[config.mk]
export PLATFORM = sky130hd
export DESIGN_NAME = hcd_resp
export DESIGN_NICKNAME = d
export VERILOG_FILES = /design/src/rtl/hcd_pkg.sv /design/src/rtl/hcd_resp.sv
export SDC_FILE = /design/constraint.sdc
export NUM_CORES = 2
export LEC_CHECK = 0
export BUFFER_PORTS_ARGS = -buffer_cell sky130_fd_sc_hd__buf_2
export CAP_MARGIN = 25
export CORE_UTILIZATION = 30
export DETAILED_ROUTE_END_ITERATION = 16
export GPL_ROUTABILITY_DRIVEN = 0
export RECOVER_POWER = 100
export SLEW_MARGIN = 10
export SYNTH_ARGS = -nofsm -noshare
export SYNTH_HDL_FRONTEND = slang
export SYNTH_SLANG_ARGS = --single-unit
[constraint.sdc]
create_clock -name i_clk -period 11.58 [get_ports i_clk]
set_input_delay 0 -clock i_clk [delete_from_list [all_inputs] [get_ports i_clk]]
set_output_delay 0 -clock i_clk [all_outputs]
set_load 0.005 [all_outputs]
[src/rtl/hcd_pkg.sv]
// shared types, constants and helpers of the harris corner detector
`default_nettype none
package hcd_pkg;

    localparam int MAX_WIDTH      = 1024;
    localparam int MAX_HEIGHT     = 4096;
    localparam int COL_W          = 10;
    localparam int ROW_W          = 12;
    localparam int RING_ROWS_LOG2 = 3;
    localparam int PIX_ADDR_W     = RING_ROWS_LOG2 + COL_W;
    localparam int RESP_W         = 52;
    localparam int SUM_W          = 24;
    localparam int CFG_IDX_W      = 2;
    localparam int CFG_DATA_W     = 24;

    localparam logic [CFG_IDX_W-1:0] REG_FRAME_WIDTH  = 2'd0;
    localparam logic [CFG_IDX_W-1:0] REG_FRAME_HEIGHT = 2'd1;
    localparam logic [CFG_IDX_W-1:0] REG_THRESHOLD    = 2'd2;

    localparam logic [10:0] RST_FRAME_WIDTH  = 11'd640;
    localparam logic [12:0] RST_FRAME_HEIGHT = 13'd480;
    localparam logic [23:0] RST_THRESHOLD    = 24'd500000;

    typedef enum logic [2:0] {
        S_IDLE,
        S_CELL,
        S_RD,
        S_ACC,
        S_START,
        S_WAIT,
        S_FIN
    } t_state;

    typedef struct packed {
        logic        [SUM_W-1:0] a;
        logic signed [SUM_W:0]   b;
        logic        [SUM_W-1:0] c;
    } t_sums;

    // row offset of a 3x3 position, raster order
    function automatic logic signed [1:0] cell_dy(input logic [3:0] idx);
        logic signed [1:0] v;
        case (idx)
            4'd0, 4'd1, 4'd2: v = -2'sd1;
            4'd3, 4'd4, 4'd5: v = 2'sd0;
            default:          v = 2'sd1;
        endcase
        return v;
    endfunction

    // column offset of a 3x3 position, raster order
    function automatic logic signed [1:0] cell_dx(input logic [3:0] idx);
        logic signed [1:0] v;
        case (idx)
            4'd0, 4'd3, 4'd6: v = -2'sd1;
            4'd1, 4'd4, 4'd7: v = 2'sd0;
            default:          v = 2'sd1;
        endcase
        return v;
    endfunction

endpackage
`default_nettype wire

[src/rtl/hcd_resp.sv]
// determinant, trace, response and eigenvalue tests over one shared multiplier
`default_nettype none
module hcd_resp (
    input  wire logic                  i_clk,
    input  wire logic                  i_rst_n,
    input  wire logic                  i_start,
    input  wire hcd_pkg::t_sums        i_sums,
    input  wire logic [23:0]           i_threshold,
    output logic                       o_done,
    output logic signed [51:0]         o_resp,
    output logic                       o_corner
);
    import hcd_pkg::*;

    logic               r_busy;
    logic [2:0]         r_step;
    logic [24:0]        r_tr;
    logic signed [51:0] r_p_ac, r_p_bb, r_p_tt, r_p_t2, r_p_ttr;
    logic signed [51:0] r_det;
    logic signed [25:0] mul_a, mul_b;
    logic signed [51:0] prod;
    logic signed [55:0] resp_full, eig_term, t25;

    always_comb begin
        case (r_step)
            3'd0:    begin mul_a = 26'(i_sums.a);       mul_b = 26'(i_sums.c); end
            3'd1:    begin mul_a = 26'(i_sums.b);       mul_b = 26'(i_sums.b); end
            3'd2:    begin mul_a = 26'(r_tr);           mul_b = 26'(r_tr); end
            3'd3:    begin mul_a = 26'(i_threshold);    mul_b = 26'(i_threshold); end
            default: begin mul_a = 26'(i_threshold);    mul_b = 26'(r_tr); end
        endcase
        prod = mul_a * mul_b;
        // 25*det as shifts and adds
        resp_full = (56'(r_det) <<< 4) + (56'(r_det) <<< 3) + 56'(r_det) - 56'(r_p_tt);
        eig_term  = 56'(r_p_t2) - 56'(r_p_ttr) + 56'(r_det);
        t25       = 56'({32'd0, i_threshold}) * 56'sd25;
    end

    always_ff @(posedge i_clk) begin
        if (!i_rst_n) begin
            r_busy <= 1'b0;
            r_step <= 3'd0;
            o_done <= 1'b0;
        end else begin
            o_done <= 1'b0;
            if (i_start) begin
                r_busy <= 1'b1;
                r_step <= 3'd0;
                r_tr   <= 25'(i_sums.a) + 25'(i_sums.c);
            end else if (r_busy) begin
                r_step <= r_step + 3'd1;
                case (r_step)
                    3'd0: r_p_ac  <= prod;
                    3'd1: r_p_bb  <= prod;
                    3'd2: r_p_tt  <= prod;
                    3'd3: r_p_t2  <= prod;
                    3'd4: begin
                        r_p_ttr <= prod;
                        r_det   <= r_p_ac - r_p_bb;
                    end
                    3'd5: begin
                        o_resp   <= resp_full[51:0];
                        o_corner <= ({1'b0, r_tr} > {1'b0, i_threshold, 1'b0})
                                    && (eig_term > 56'sd0) && (resp_full >= t25);
                        o_done   <= 1'b1;
                        r_busy   <= 1'b0;
                    end
                    default: r_busy <= 1'b0;
                endcase
            end
        end
    end
endmodule
`default_nettype wire

==> key figures <==
Synthesis
  – Mapped Avg Cell Area: 9.68 um2
  – Main synth FF type: edfxtp_1
  – Top-count cell post-synth: inv_1
  – Largest area contributor in the netlist: fa_1
  – Top cell type's share of synthesized area: 0.324
  – Cells after synthesis: 5660
  – Syn. warnings: 0
  – Seq cells post-synth: 395
  – Top cells by area, synth: fa_1 (32%), edfxtp_1 (21%), ha_1 (11%), inv_1 (8.8%), nand2_1 (3.6%)
  – Post-synthesis sequential area ratio: 0.216
  – Net count after synthesis: 7116
  – Post-synth EDFFs: 390
  – Syn Std Cell Area: 0.0548 mm2
  – Synth cell count leaders: inv_1 (1290), fa_1 (886), nand2_1 (522), ha_1 (470), nor2_1 (461)
  – Cell variety after synth: 89
  – Async set or reset register ratio after synthesis: 0

Die
  – Core box area: 0.181 mm2
  – Die H: 429 um
  – # IOs: 154
  – Die area: 0.184 mm2
  – Floorplan row count: 156
  – Die width: 429 um
  – Initial core utilization: 0.302

Cells and area
  – Share of layout cells above drive strength 1: 0.0519
  – Fin nets: 7300
  – Footprint of the multi-input gates: 0.0376 mm2
  – Area growth syn-to-layout: 10.5%
  – Non-Filler Instances: 8250
  – Fillers: 18.4k
  – Seq. cell area: 0.0118 mm2

STA
  – Layout Skew: 0.0405 ns
  – Setup repair after global routing missed its margin: false
  – Max Clock Freq: 0.0923 GHz
  – Setup violators final: 0
  – Period utilization: 0.935
  – Final Hold Viols: 0
  – Max-slew headroom: -1.54
  – Least-Margin Pin Slew: 3.81 ns
  – Hold Worst Slack: 0.0413 ns
  – Setup TNS: 0 ns
  – Post-layout minimum cycle time: 10.83 ns
  – Max-slew violation count: 406

GRT
  – Largest net degree at the start of global routing: 63
  – Initial antenna violation count: 4
  – All-layer global routing usage: 0.181
  – Global-route wire length before repair: 257000 um
  – Gr ovfl total: 0
  – Vias in the first global route: 43.0k

Clock tree
  – Clock Pin Slew Worst Setup and Hold Paths: 0.07 ns
  – Setup Buffers After CTS: 0
  – CTS tree: built
  – Clock sinks: 395
  – Skew-Pair Late Insertion Delay: 0.62 ns
  – Total CTS buffers: 45
  – Post-CTS sizing: 0
  – Cts hold-fix bufs: 52
  – Clk buf depth: 3
  – Max H-tree Level: 2
  – Root Driver: clkbuf_16

Route
  – DRT antenna net count: 0
  – Detailed Route WL: 167000 um
  – DRC: 0
  – Via count: 41.5k
  – First DRT Iteration DRCs: 4057
  – Drt first pass iters: 6
  – Vias per std cell: 5.03
  – WL/cell: 20.2 um

Setup path
  – Crit path buf inv count: 10
  – CP Max Fanout: 37
  – WP data required: 11.83 ns
  – CP max-delay cell: clkbuf_1
  – Most frequent CP cell: inv_1
  – Worst setup EP type: register
  – Family with the most delay on the worst path: adder cells
  – Crit path DAT: 11.09 ns
  – CP max stage delay: 1.31 ns
  – Setup Crit Path Kind: reg -> reg
  – CP startpoint kind: register

Place
  – Final HPWL DP: 137000 um
  – IO Port Bufs: 153
  – Placed Cells: 8113

Worst hold path
  – Min-Delay Path Class: in -> reg

Run status
  – Failing checks: max-capacitance violations, max-slew violations
  – Run status: finished, violations left

Run
  – Max-cap check violation count: 8
flip-flops by register name, indices dropped and copies added (netlist names), 25 cells and up:
name     count
r_p_ttr     52
r_p_tt      52
r_tr        25
o_resp      52
r_p_t2      52
r_p_ac      52
r_p_bb      52
r_det       52
cell families (layout without fill, tap and decap cells):
| group | Yosys count | count (layout) | synth area share |
|---|---|---|---|
| buffers and inverters | 1447 | 1664 | 0.0994 |
| adders and majority gates | 1356 | 1356 | 0.431 |
| and+or+nand+nor | 1347 | 1347 | 0.107 |
| AOI/OAI and AO/OA | 873 | 873 | 0.107 |
| DFF | 395 | 395 | 0.216 |
| xor gates and xnor gates | 207 | 207 | 0.0331 |
| muxes | 34 | 34 | 0.00647 |
| other | 1 | 4 | 0.0000685 |
through the flow:
stage | instance area, um2 | util | setup WS [ns]
after detailed placement | 58700 | 0.324 | 1.20
after global placement | 58600 | 0.324 | 1.41
after CTS | 60700 | 0.335 | 1.12
after floorplan | 54800 | - | 2.27
final | 60500 | 0.334 | 0.749
after global routing | 60500 | 0.334 | 0.290
placed cells by master (no fill, tap or decap), drive strengths merged, types with 16 or more instances in the layout:
| cell | Yosys | final |
|---|---|---|
| nor2 | 461 | 461 |
| o31ai | 21 | 21 |
| mux2i | 23 | 23 |
| xnor2 | 151 | 151 |
| o211ai | 18 | 18 |
| and2 | 37 | 37 |
| dlygate4sd3 | 0 | 52 |
| and3 | 23 | 23 |
| clkbuf | 149 | 108 |
| o21bai | 31 | 31 |
| o21ai | 146 | 146 |
| a21o | 132 | 132 |
| ha | 470 | 470 |
| clkinv | 0 | 20 |
| nor2b | 40 | 40 |
| a21boi | 16 | 16 |
| nand2 | 522 | 522 |
| a221oi | 25 | 25 |
| xor2 | 56 | 56 |
| nand4 | 36 | 36 |
| nand3 | 66 | 66 |
| buf | 7 | 183 |
| a22o | 18 | 18 |
| inv | 1290 | 1292 |
| or3 | 24 | 24 |
| edfxtp | 390 | 390 |
| a21oi | 254 | 254 |
| a221o | 23 | 23 |
| a31oi | 18 | 18 |
| nor3 | 53 | 53 |
| nand2b | 42 | 42 |
| a211oi | 30 | 30 |
| o21a | 27 | 27 |
| fa | 886 | 886 |
tightest hold or removal path, stage by stage:
cell,delay (ns)
buf_2,0.18
ha_1,0.22
xor2_1,0.09
per-layer routing:
layer  track usage  up-vias  part of all wire
li1              -    18500                 -
met1         0.229    20800              0.40
met2         0.302     1782              0.47
met3        0.0266      452             0.077
met4        0.0877        2             0.055
met5             0        -          0.000072
final timing paths:
check / depth (start not counted) / endpoint / slack (ns) / from
max: 34 / r_p_ac[36] / 0.75 / r_step[0]
min: 3 / r_tr[16] / 0.04 / i_sums[65]
max reg2reg: 34 / r_p_ac[36] / 0.75 / r_step[0]
min reg2reg: 2 / r_step[1] / 0.57 / r_step[1]
cell type report:
| class | instances | share of cell area |
|---|---|---|
| Antenna cell | 3 | 0.000124 |
| Clock inverter | 31 | 0.00531 |
| Inverter | 1290 | 0.0800 |
| Timing Repair Buffer | 294 | 0.0304 |
| Multi-Input combinational cell | 3818 | 0.621 |
| Clock buffer | 49 | 0.0192 |
| Tap cell | 2370 | 0.0490 |
| Sequential cell | 395 | 0.195 |
Power is not shown: default switching activity piles up to over one toggle a cycle in this logic, so the estimate is an artifact.
